`src/sv/bdp_pkg.sv`:
```
// shared constants, codes and controller/datapath types for the branch predictor
`timescale 1ns / 1ps
`default_nettype none

package bdp_pkg;

  // default sizes of the storage
  localparam int MaxIndexBitsDef   = 10;
  localparam int MaxHistoryBitsDef = 6;
  localparam int MaxCounterBitsDef = 4;

  // stream words
  localparam int InDataW    = 72;
  localparam int OutDataW   = 72;
  localparam int InTakenBit = 64;
  localparam int CntW       = 32;

  // configuration port and register widths
  localparam int CfgIdxW  = 4;
  localparam int CfgDataW = 4;
  localparam int ModeW    = 2;
  localparam int IbW      = 4;
  localparam int HbW      = 3;
  localparam int CbW      = 3;

  // register indexes
  localparam logic [CfgIdxW-1:0] CfgMode        = 4'd0;
  localparam logic [CfgIdxW-1:0] CfgIndexBits   = 4'd1;
  localparam logic [CfgIdxW-1:0] CfgHistoryBits = 4'd2;
  localparam logic [CfgIdxW-1:0] CfgCounterBits = 4'd3;
  localparam logic [CfgIdxW-1:0] CfgRegCount    = 4'd4;

  typedef enum logic [ModeW-1:0] {
    ModeBimodal  = 2'd0,
    ModeGshare   = 2'd1,
    ModeLocal    = 2'd2,
    ModeTwoLevel = 2'd3
  } mode_e;

  // register reset values
  localparam mode_e          ModeRst = ModeBimodal;
  localparam logic [IbW-1:0] IbRst   = 4'd10;
  localparam logic [HbW-1:0] HbRst   = 3'd6;
  localparam logic [CbW-1:0] CbRst   = 3'd2;

  typedef enum logic [3:0] {
    StClear = 4'b0001,
    StIdle  = 4'b0010,
    StHist  = 4'b0100,
    StCtr   = 4'b1000
  } state_e;

  typedef struct packed {
    logic clr_start; // restart the table sweep, clear global history
    logic clr_step;  // write one sweep entry
    logic cfg_we;    // store configuration word
    logic accept;    // latch input word, read local history
    logic slot_rd;   // form table slot, read counter
    logic commit;    // train, update histories and counts, load result
  } bdp_cmd_t;

  typedef struct packed {
    logic clr_last;  // sweep is on its final entry
  } bdp_sts_t;

endpackage

`default_nettype wire

```
`src/sv/bdp_ctrl.sv`:
```
// controller state machine for the branch predictor
`timescale 1ns / 1ps
`default_nettype none

module bdp_ctrl (
  input  wire                            clk_i,
  input  wire                            rst_ni,
  input  wire                            s_axis_tvalid,
  output logic                           s_axis_tready,
  output logic                           m_axis_tvalid,
  input  wire                            m_axis_tready,
  input  wire                            cfg_valid_i,
  output logic                           cfg_ready_o,
  input  wire  [bdp_pkg::CfgIdxW-1:0]    cfg_index_i,
  input  wire  bdp_pkg::bdp_sts_t        sts_i,
  output bdp_pkg::bdp_cmd_t              cmd_o
);

  bdp_pkg::state_e state_q, state_d;
  logic            out_valid_q, out_valid_d;
  logic            cfg_known;
  logic            out_free;

  assign cfg_ready_o = 1'b1;
  assign cfg_known   = cfg_valid_i && (cfg_index_i < bdp_pkg::CfgRegCount);
  assign out_free    = !out_valid_q || m_axis_tready;

  always_comb begin
    cmd_o         = '0;
    state_d       = state_q;
    s_axis_tready = 1'b0;
    cmd_o.cfg_we  = cfg_valid_i;
    case (state_q)
      bdp_pkg::StClear: begin
        cmd_o.clr_step = 1'b1;
        if (sts_i.clr_last) begin
          state_d = bdp_pkg::StIdle;
        end
      end
      bdp_pkg::StIdle: begin
        // a configuration word takes the cycle
        s_axis_tready = !cfg_valid_i;
        if (s_axis_tvalid && !cfg_valid_i) begin
          cmd_o.accept = 1'b1;
          state_d      = bdp_pkg::StHist;
        end
      end
      bdp_pkg::StHist: begin
        cmd_o.slot_rd = 1'b1;
        state_d       = bdp_pkg::StCtr;
      end
      bdp_pkg::StCtr: begin
        if (out_free) begin
          cmd_o.commit = 1'b1;
          state_d      = bdp_pkg::StIdle;
        end
      end
      default: begin
        state_d = bdp_pkg::StClear;
      end
    endcase
    if (cfg_known) begin
      cmd_o.clr_start = 1'b1;
      cmd_o.clr_step  = 1'b0;
      cmd_o.slot_rd   = 1'b0;
      cmd_o.commit    = 1'b0;
      state_d         = bdp_pkg::StClear;
    end
  end

  assign out_valid_d   = cmd_o.commit || (out_valid_q && !m_axis_tready);
  assign m_axis_tvalid = out_valid_q;

  always_ff @(posedge clk_i or negedge rst_ni) begin
    if (!rst_ni) begin
      state_q     <= bdp_pkg::StClear;
      out_valid_q <= 1'b0;
    end else begin
      state_q     <= state_d;
      out_valid_q <= out_valid_d;
    end
  end

endmodule

`default_nettype wire

```
`config.mk`:
```
export PLATFORM = sky130hd
export DESIGN_NAME = bdp_ctrl
export DESIGN_NICKNAME = d
export VERILOG_FILES = /design/src/sv/bdp_pkg.sv /design/src/sv/bdp_ctrl.sv
export SDC_FILE = /design/constraint.sdc
export NUM_CORES = 1
export LEC_CHECK = 0
export BUFFER_PORTS_ARGS = -buffer_cell sky130_fd_sc_hd__buf_4
export CAP_MARGIN = 5
export CORE_AREA = 2 2 39 41
export CTS_CLUSTER_SIZE = 12
export DETAILED_ROUTE_END_ITERATION = 16
export DIE_AREA = 0 0 41 43
export GPL_TIMING_DRIVEN = 1
export HOLD_SLACK_MARGIN = 0.06
export PLACE_DENSITY = 0.55
export SYNTH_ARGS = -nofsm -noshare
export SYNTH_HDL_FRONTEND = slang
export SYNTH_SLANG_ARGS = --single-unit
```
`constraint.sdc`:
```
create_clock -name clk_i -period 1.25 [get_ports clk_i]
set_input_delay 0 -clock clk_i [delete_from_list [all_inputs] [get_ports clk_i]]
set_output_delay 0 -clock clk_i [all_outputs]
set_load 0.02 [all_outputs]
```
==> flow_summary.html, run 1 <==
<table>
<tr><th>Metric</th><th>Value</th></tr>
<tr><th colspan="2">Placed design</th></tr>
<tr><td>RD Place Congestion</td><td>0.697</td></tr>
<tr><td>Number of cells in the design after placement</td><td>67</td></tr>
<tr><td>HPWL reported at the end of detailed placement</td><td>604 um</td></tr>
<tr><td>Number of buffers added on ports</td><td>15</td></tr>
<tr><th colspan="2">Timing</th></tr>
<tr><td>Post-route worst hold slack</td><td>0.0739 ns</td></tr>
<tr><td>Timing-limited maximum frequency</td><td>776 MHz</td></tr>
<tr><td>Largest clock skew in the final design</td><td>0.00345 ns</td></tr>
<tr><td>Number of endpoints with negative hold slack in the final report</td><td>0</td></tr>
<tr><td>Pins Over Slew Limit</td><td>0</td></tr>
<tr><td>Setup repair after global routing missed its margin</td><td>yes</td></tr>
<tr><td>Portion of the clock cycle consumed by the worst path in the final layout</td><td>1.03</td></tr>
<tr><td>Final TNS setup</td><td>-0.0382 ns</td></tr>
<tr><td>Number of setup violations in the final report</td><td>1</td></tr>
<tr><td>Final min period</td><td>1.29 ns</td></tr>
<tr><td>Final setup margin</td><td>-0.0382 ns</td></tr>
<tr><th colspan="2">Synth</th></tr>
<tr><td>Cell count after synthesis</td><td>40</td></tr>
<tr><td>Area fraction in and, or, nand and nor cells after synthesis</td><td>0.377</td></tr>
<tr><td>Main combinational cell family by area after synthesis</td><td>simple AND/OR/NAND/NOR gates</td></tr>
<tr><td>Synth Area in Adders</td><td>0</td></tr>
<tr><td>Distinct cell type count after synthesis</td><td>23</td></tr>
<tr><td>Compound-cell area share of the yosys netlist</td><td>0.163</td></tr>
<tr><td>Netlist area before placement</td><td>375 sq um</td></tr>
<tr><td>Number of synthesized register bits</td><td>5</td></tr>
<tr><td>Post-Syn Nets</td><td>50</td></tr>
<tr><td>Sequential share of the synthesized area</td><td>0.337</td></tr>
<tr><td>Area share of xor/xnor cells in the synthesized design</td><td>0.0233</td></tr>
<tr><td>Multiplexer fraction of the synthesized cell area</td><td>0</td></tr>
<tr><td>Mean instance size in the synthesized netlist</td><td>9.38 sq um</td></tr>
<tr><td>Synthesis warning total</td><td>0</td></tr>
<tr><td>Top FF cell, synth</td><td>sky130_fd_sc_hd__dfrtp_1</td></tr>
<tr><td>Post-synth ARST share</td><td>1.00</td></tr>
<tr><td>EDFF count, synth</td><td>0</td></tr>
<tr><th colspan="2">Floorplanning</th></tr>
<tr><td>Height of the die</td><td>43 um</td></tr>
<tr><td>Overall die width</td><td>41 um</td></tr>
<tr><td>Number of cell rows</td><td>14</td></tr>
<tr><td>Initial core utilization</td><td>0.271</td></tr>
<tr><td>Area of the core</td><td>0.00138 sq mm</td></tr>
<tr><td>Count of boundary I/O pins</td><td>19</td></tr>
<tr><td>Area of the die</td><td>0.00176 sq mm</td></tr>
<tr><th colspan="2">Routing</th></tr>
<tr><td>Routed len/inst</td><td>12.1 um</td></tr>
<tr><td>Number of detailed-routing iterations run before antenna repair</td><td>4</td></tr>
<tr><td>Post-DRT Antenna Nets</td><td>0</td></tr>
<tr><td>Drt via density</td><td>4.70</td></tr>
<tr><td>Number of DRC markers after the initial detailed-route iteration</td><td>7</td></tr>
<tr><td>Number of design rule violations left after detail routing</td><td>0</td></tr>
<tr><td>Total number of vias</td><td>409</td></tr>
<tr><td>Aggregate routed wire length</td><td>1.05 mm</td></tr>
<tr><th colspan="2">Critical path</th></tr>
<tr><td>Critical path class</td><td>reg -&gt; out</td></tr>
<tr><td>Required time of the worst setup path</td><td>1.25 ns</td></tr>
<tr><td>Arrival time worst endpoint</td><td>1.29 ns</td></tr>
<tr><td>Startpoint types</td><td>register</td></tr>
<tr><td>CP Max Fanout</td><td>4</td></tr>
<tr><td>Crit. End Element</td><td>output port</td></tr>
<tr><th colspan="2">Run status</th></tr>
<tr><td>Failing checks</td><td>negative setup slack</td></tr>
<tr><td>Result of the run</td><td>finished with violations</td></tr>
<tr><th colspan="2">Global route</th></tr>
<tr><td>Initial antenna violation count</td><td>0</td></tr>
<tr><td>Final global-route overflow total</td><td>0</td></tr>
<tr><td>Largest net degree at the start of global routing</td><td>7</td></tr>
<tr><td>Wire length of the first global-routing pass</td><td>1.57 mm</td></tr>
<tr><td>Number of global-route vias before repair</td><td>372</td></tr>
<tr><td>Global-route total usage across every layer</td><td>0.140</td></tr>
<tr><th colspan="2">Clock network</th></tr>
<tr><td>Root buf cell</td><td>sky130_fd_sc_hd__clkbuf_4</td></tr>
<tr><td>CTS H-tree depth</td><td>1</td></tr>
<tr><td>Clk slew on worst S/H paths</td><td>0.05 ns</td></tr>
<tr><td>Number of clock buffers inserted by TritonCTS</td><td>3</td></tr>
<tr><td>Maximum buffer depth of the clock tree</td><td>2</td></tr>
<tr><td>Clock tree sinks</td><td>5</td></tr>
<tr><td>CTS tree</td><td>built</td></tr>
<tr><td>Later-pin clock latency in the skew report</td><td>0.25 ns</td></tr>
<tr><th colspan="2">Power and ir drop</th></tr>
<tr><td>Leakage power of the design</td><td>0.000318 uW</td></tr>
<tr><td>Peak supply drop</td><td>0.000735 V</td></tr>
<tr><td>PnR Total Power</td><td>1090 uW</td></tr>
<tr><td>Power density over cell area</td><td>1580 mW/mm^2</td></tr>
<tr><th colspan="2">Flow run</th></tr>
<tr><td>Count of max-cap constraint violations</td><td>0</td></tr>
<tr><th colspan="2">Layout</th></tr>
<tr><td>Layout net count</td><td>82</td></tr>
<tr><td>Final core area utilization</td><td>0.496</td></tr>
<tr><td>ANT cells</td><td>0</td></tr>
<tr><td>Syn-to-layout area delta</td><td>83.0%</td></tr>
<tr><td>Fraction of layout cells with a size suffix above 1</td><td>0.676</td></tr>
<tr><td>Final Non-Filler Cells</td><td>87</td></tr>
<tr><th colspan="2">Hold path</th></tr>
<tr><td>Min-Delay Path Class</td><td>in -&gt; reg</td></tr>
</table>
## flip-flops by register name, indices dropped and copies added (netlist names)
register,cells
state_q,4
m_axis_tvalid,1
## final timing paths
kind,from,end,slack (ns),depth (start not counted)
setup / recovery,state_q[2]$_DFFE_PN0P_,cmd_o[2],-0.04,4
hold / removal,m_axis_tready,m_axis_tvalid$_DFF_PN0_,0.07,3
setup reg to reg,state_q[2]$_DFFE_PN0P_,state_q[3]$_DFFE_PN0P_,0,3
hold reg to reg,m_axis_tvalid$_DFF_PN0_,m_axis_tvalid$_DFF_PN0_,0.57,2
max in group asynchronous,rst_ni,state_q[0]$_DFFE_PN1P_,0.97,2
min in group asynchronous,rst_ni,m_axis_tvalid$_DFF_PN0_,0.09,2
## timing repair
action | CTS | global route
hold buffers | 4 | 0
endpoints found under the setup margin | 5 | 6
gates resized for setup | 7 | 6
setup buffers | 6 | 6
pin swaps | 0 | 6
hold endpoints to repair | 7 | 0
## critical path: stages, from the launching register on
cell,delay [ns]
sky130_fd_sc_hd__dfrtp_2,0.45
sky130_fd_sc_hd__nor2_2,0.11
sky130_fd_sc_hd__nand2_2,0.09
sky130_fd_sc_hd__nor4b_2,0.21
sky130_fd_sc_hd__buf_4,0.18
## power by group
| group | switching (uW) | internal (uW) |
|---|---|---|
| registers | 56.5 | 213 |
| logic | 286 | 339 |
| clock network | 77.6 | 116 |
| total | 420 | 668 |
## placed cells by master (no fill, tap or decap)
cell type and n:
sky130_fd_sc_hd__nand3_1 1, sky130_fd_sc_hd__nand2b_1 1, sky130_fd_sc_hd__nor2b_1 2, sky130_fd_sc_hd__a22oi_1 1, sky130_fd_sc_hd__nand2b_4 2, sky130_fd_sc_hd__o32ai_2 1, sky130_fd_sc_hd__nor2_1 1, sky130_fd_sc_hd__dlygate4sd3_1 4
sky130_fd_sc_hd__buf_6 1, sky130_fd_sc_hd__inv_1 1, sky130_fd_sc_hd__nor4b_1 1, sky130_fd_sc_hd__dfrtp_2 3, sky130_fd_sc_hd__nand2_2 1, sky130_fd_sc_hd__xor2_1 1, sky130_fd_sc_hd__nor3_2 2, sky130_fd_sc_hd__nor2b_4 1
sky130_fd_sc_hd__a21o_1 1, sky130_fd_sc_hd__o211ai_1 1, sky130_fd_sc_hd__dfrtp_1 1, sky130_fd_sc_hd__nand2_1 2, sky130_fd_sc_hd__or2_4 1, sky130_fd_sc_hd__nor2_4 1, sky130_fd_sc_hd__a211oi_2 1, sky130_fd_sc_hd__buf_4 26
sky130_fd_sc_hd__nor4b_2 1, sky130_fd_sc_hd__dfstp_2 1, sky130_fd_sc_hd__nor2_2 1, sky130_fd_sc_hd__clkbuf_4 3, sky130_fd_sc_hd__nor3_1 1, sky130_fd_sc_hd__conb_1 1, sky130_fd_sc_hd__o21ai_0 2, sky130_fd_sc_hd__or3b_1 1
sky130_fd_sc_hd__nor3b_4 1, sky130_fd_sc_hd__clkinv_2 1
## per-layer routing
| metal | global-route usage | vias to the layer above | wire length [um] |
|---|---|---|---|
| met5 | 0 | - | 0 |
| met4 | 0.120 | 0 | 56 |
| met3 | 0.0471 | 6 | 69 |
| met2 | 0.197 | 19 | 494 |
| met1 | 0.159 | 184 | 434 |
| li1 | - | 200 | - |
## through the flow
stage	setup WS [ns]	area, sq um
6_report	-0.0382	687
5_1_grt	-0.0973	687
4_1_cts	-0.0842	613
3_5_place_dp	0.0970	484
3_3_place_gp	0.0888	484
2_1_floorplan	0.0383	382
## Yosys cell counts, drive strengths merged (2+ instances only)
cell,n,share of area
buf,4,0.080
dfrtp,4,0.27
nand2,3,0.030
nand2b,3,0.070
nor2,3,0.030
nor2b,3,0.050
nor3,3,0.040
nor4b,2,0.047
o21ai,2,0.027
## final cells by class
cell class / instances / area (sq um)
Multi-Input combinational cell: 30 / 259
Inverter: 1 / 3.75
Clock buffer: 3 / 22.5
Fill cell: 128 / 697
Tap cell: 16 / 20.0
Timing Repair Buffer: 31 / 246
Sequential cell: 5 / 130
Clock inverter: 1 / 5.00
## logic make-up (layout without fill, tap and decap cells)
family	count (synthesis)	count (layout)
and+or+nand+nor	21	21
AOI/OAI and AO/OA	7	7
DFF	5	5
buffers and inverters	5	36
other	1	1
xor gates and xnor gates	1	1
No activity file was read; power rests on OpenSTA's default activity.
==> run 2: changes to the inputs <==
Settings changed: CTS_BUF_LIST from default to sky130_fd_sc_hd__clkbuf_8.
==> flow_summary.html, run 2 (synthesis results as in run 1) <==
<table>
<tr><th>Metric</th><th>Value</th></tr>
<tr><th colspan="2">Critical path</th></tr>
<tr><td>Startpoint types</td><td>register</td></tr>
<tr><td>Critical path class</td><td>reg -&gt; out</td></tr>
<tr><td>Crit. End Element</td><td>output port</td></tr>
<tr><td>Required time of the worst setup path</td><td>1.25 ns</td></tr>
<tr><td>CP Max Fanout</td><td>4</td></tr>
<tr><td>Arrival time worst endpoint</td><td>1.25 ns</td></tr>
<tr><th colspan="2">Clock network</th></tr>
<tr><td>Clock tree sinks</td><td>5</td></tr>
<tr><td>Maximum buffer depth of the clock tree</td><td>2</td></tr>
<tr><td>Root buf cell</td><td>sky130_fd_sc_hd__clkbuf_8</td></tr>
<tr><td>Clk slew on worst S/H paths</td><td>0.04 ns</td></tr>
<tr><td>Later-pin clock latency in the skew report</td><td>0.22 ns</td></tr>
<tr><td>Number of clock buffers inserted by TritonCTS</td><td>3</td></tr>
<tr><td>CTS H-tree depth</td><td>1</td></tr>
<tr><td>CTS tree</td><td>built</td></tr>
<tr><th colspan="2">Global route</th></tr>
<tr><td>Met2 Usage GRT</td><td>0.184</td></tr>
<tr><td>Final global-route overflow total</td><td>0</td></tr>
<tr><td>Global-route total usage across every layer</td><td>0.136</td></tr>
<tr><td>Number of global-route vias before repair</td><td>363</td></tr>
<tr><td>GR Util met1</td><td>0.159</td></tr>
<tr><td>Initial antenna violation count</td><td>0</td></tr>
<tr><td>Met3 global-route usage</td><td>0.0471</td></tr>
<tr><td>Routing layer with the top usage in global route</td><td>met2</td></tr>
<tr><td>Wire length of the first global-routing pass</td><td>1.52 mm</td></tr>
<tr><td>Largest net degree at the start of global routing</td><td>7</td></tr>
<tr><th colspan="2">Routing</th></tr>
<tr><td>Number of detailed-routing iterations run before antenna repair</td><td>4</td></tr>
<tr><td>Routed len/inst</td><td>11.8 um</td></tr>
<tr><td>Number of DRC markers after the initial detailed-route iteration</td><td>5</td></tr>
<tr><td>Number of design rule violations left after detail routing</td><td>0</td></tr>
<tr><td>Total number of vias</td><td>369</td></tr>
<tr><td>Aggregate routed wire length</td><td>942 um</td></tr>
<tr><td>Post-DRT Antenna Nets</td><td>0</td></tr>
<tr><td>Drt via density</td><td>4.61</td></tr>
<tr><th colspan="2">Hold path</th></tr>
<tr><td>Min-Delay Path Class</td><td>in -&gt; reg</td></tr>
<tr><th colspan="2">Floorplanning</th></tr>
<tr><td>Initial core utilization</td><td>0.271</td></tr>
<tr><td>Height of the die</td><td>43 um</td></tr>
<tr><td>Number of cell rows</td><td>14</td></tr>
<tr><td>Area of the core</td><td>0.00138 sq mm</td></tr>
<tr><td>Overall die width</td><td>41 um</td></tr>
<tr><td>Area of the die</td><td>0.00176 sq mm</td></tr>
<tr><td>Count of boundary I/O pins</td><td>19</td></tr>
<tr><th colspan="2">Layout</th></tr>
<tr><td>Flip-flop count of the largest register after layout</td><td>4</td></tr>
<tr><td>Area taken by flip-flops and latches</td><td>130 sq um</td></tr>
<tr><td>Fraction of layout cells with a size suffix above 1</td><td>0.688</td></tr>
<tr><td>Layout net count</td><td>75</td></tr>
<tr><td>Most common library cell in the layout ignoring fill and taps</td><td>sky130_fd_sc_hd__buf_4</td></tr>
<tr><td>Syn-to-layout area delta</td><td>71.7%</td></tr>
<tr><td>ANT cells</td><td>0</td></tr>
<tr><td>Top library cells by usage in the layout, fill and taps aside</td><td>sky130_fd_sc_hd__buf_4, sky130_fd_sc_hd__clkbuf_8, sky130_fd_sc_hd__dfrtp_2</td></tr>
<tr><td>Top register by number of flip-flops</td><td>state_q</td></tr>
<tr><td>Final Non-Filler Cells</td><td>80</td></tr>
<tr><td>Area of the multi-input gates</td><td>259 sq um</td></tr>
<tr><td>FILL cells</td><td>135</td></tr>
<tr><td>Post-route cell area</td><td>644 sq um</td></tr>
<tr><th colspan="2">Power and ir drop</th></tr>
<tr><td>Switching power</td><td>406 uW</td></tr>
<tr><td>Share of total power in sequential cells</td><td>0.257</td></tr>
<tr><td>Switching power as a share of total power</td><td>0.371</td></tr>
<tr><td>Power density over cell area</td><td>1700 mW/mm^2</td></tr>
<tr><td>Portion of total power attributed to the clock network</td><td>0.275</td></tr>
<tr><td>Peak supply drop</td><td>0.000609 V</td></tr>
<tr><td>Combinational Power Share</td><td>0.468</td></tr>
<tr><td>Internal power summed over all cells</td><td>690 uW</td></tr>
<tr><td>Leakage power of the design</td><td>0.000289 uW</td></tr>
<tr><th colspan="2">Timing</th></tr>
<tr><td>Timing-limited maximum frequency</td><td>798 MHz</td></tr>
<tr><td>Setup repair after global routing missed its margin</td><td>yes</td></tr>
<tr><td>Largest clock skew in the final design</td><td>0.00235 ns</td></tr>
<tr><td>Final setup margin</td><td>-0.00384 ns</td></tr>
<tr><td>Final min period</td><td>1.25 ns</td></tr>
<tr><td>Final TNS setup</td><td>-0.00384 ns</td></tr>
<tr><td>Pins Over Slew Limit</td><td>0</td></tr>
<tr><td>Number of setup violations in the final report</td><td>1</td></tr>
<tr><td>Number of endpoints with negative hold slack in the final report</td><td>0</td></tr>
<tr><td>Portion of the clock cycle consumed by the worst path in the final layout</td><td>1.00</td></tr>
<tr><td>Post-route worst hold slack</td><td>0.0610 ns</td></tr>
<tr><th colspan="2">Run status</th></tr>
<tr><td>Failing checks</td><td>negative setup slack</td></tr>
<tr><td>Result of the run</td><td>finished with violations</td></tr>
<tr><th colspan="2">Placed design</th></tr>
<tr><td>RD Place Congestion</td><td>0.697</td></tr>
<tr><td>Number of cells in the design after placement</td><td>67</td></tr>
<tr><td>Area after DPL</td><td>484 sq um</td></tr>
<tr><td>HPWL reported at the end of detailed placement</td><td>604 um</td></tr>
<tr><td>Number of buffers added on ports</td><td>15</td></tr>
<tr><th colspan="2">Flow run</th></tr>
<tr><td>Count of max-cap constraint violations</td><td>0</td></tr>
</table>
==> run 2: changes by cell type in the layout (fill, tap and decap cells not counted) <==
cell	delta
sky130_fd_sc_hd__buf_4	-4
sky130_fd_sc_hd__buf_6	-1
sky130_fd_sc_hd__clkbuf_4	-3
sky130_fd_sc_hd__clkbuf_8	+3
sky130_fd_sc_hd__dlygate4sd3_1	-2
sky130_fd_sc_hd__inv_1	-1
sky130_fd_sc_hd__inv_2	+1
==> run 2: metrics by stage <==
step	utilization	setup WS, ns	power, uW
after floorplan	-	0.0383	496
after global placement	0.350	0.0888	610
after detailed placement	0.350	0.0970	605
after CTS	0.442	-0.0523	1020
after global routing	0.466	-0.0379	1160
final	0.466	-0.00384	1100
==> run 2: critical path, stage by stage (launching register included) <==
cell and delay [ns]:
sky130_fd_sc_hd__dfrtp_2 0.43, sky130_fd_sc_hd__nor2_2 0.11, sky130_fd_sc_hd__nand2_2 0.09, sky130_fd_sc_hd__nor4b_2 0.22, sky130_fd_sc_hd__buf_4 0.18
==> run 2: routing by layer <==
| layer | vias up | part of all wire |
|---|---|---|
| li1 | 185 | - |
| met1 | 165 | 0.43 |
| met2 | 15 | 0.46 |
| met3 | 4 | 0.071 |
| met4 | 0 | 0.036 |
| met5 | - | 0 |
==> run 2: what timing repair did <==
item / CTS / global route
gates resized for setup: 7 / 6
hold buffers: 2 / 0
pin swaps: 0 / 4
buffers inserted: 6 / 1
gates cloned: 0 / 0
hold endpoints to repair: 6 / 0
endpoints found under the setup margin: 4 / 5
==> run 2: worst paths after layout <==
kind / endpoint / depth (start not counted) / from / slack [ns]
setup / recovery: cmd_o[2] / 4 / state_q[2]$_DFFE_PN0P_ / -0.004
hold / removal: state_q[2]$_DFFE_PN0P_ / 2 / s_axis_tvalid / 0.06
setup reg to reg: state_q[3]$_DFFE_PN0P_ / 3 / state_q[2]$_DFFE_PN0P_ / 0.01
hold reg to reg: m_axis_tvalid$_DFF_PN0_ / 2 / m_axis_tvalid$_DFF_PN0_ / 0.56
max in group asynchronous: state_q[0]$_DFFE_PN1P_ / 2 / rst_ni / 0.94
min in group asynchronous: m_axis_tvalid$_DFF_PN0_ / 2 / rst_ni / 0.12
==> run 2: area by class of cell <==
type / count / area share
Sequential cell: 5 / 0.202
Timing Repair Buffer: 24 / 0.287
Clock buffer: 3 / 0.0641
Clock inverter: 1 / 0.00777
Tap cell: 16 / 0.0311
Inverter: 1 / 0.00583
Multi-Input combinational cell: 30 / 0.402
==> run 2: power by group through the flow <==
stage	Sequential [uW]	Clock (uW)	Combinational (uW)
5_1_grt	289	324	546
3_3_place_gp	283	0	327
3_5_place_dp	280	0	325
4_1_cts	269	308	442
2_1_floorplan	263	0	233
6_report	281	301	513
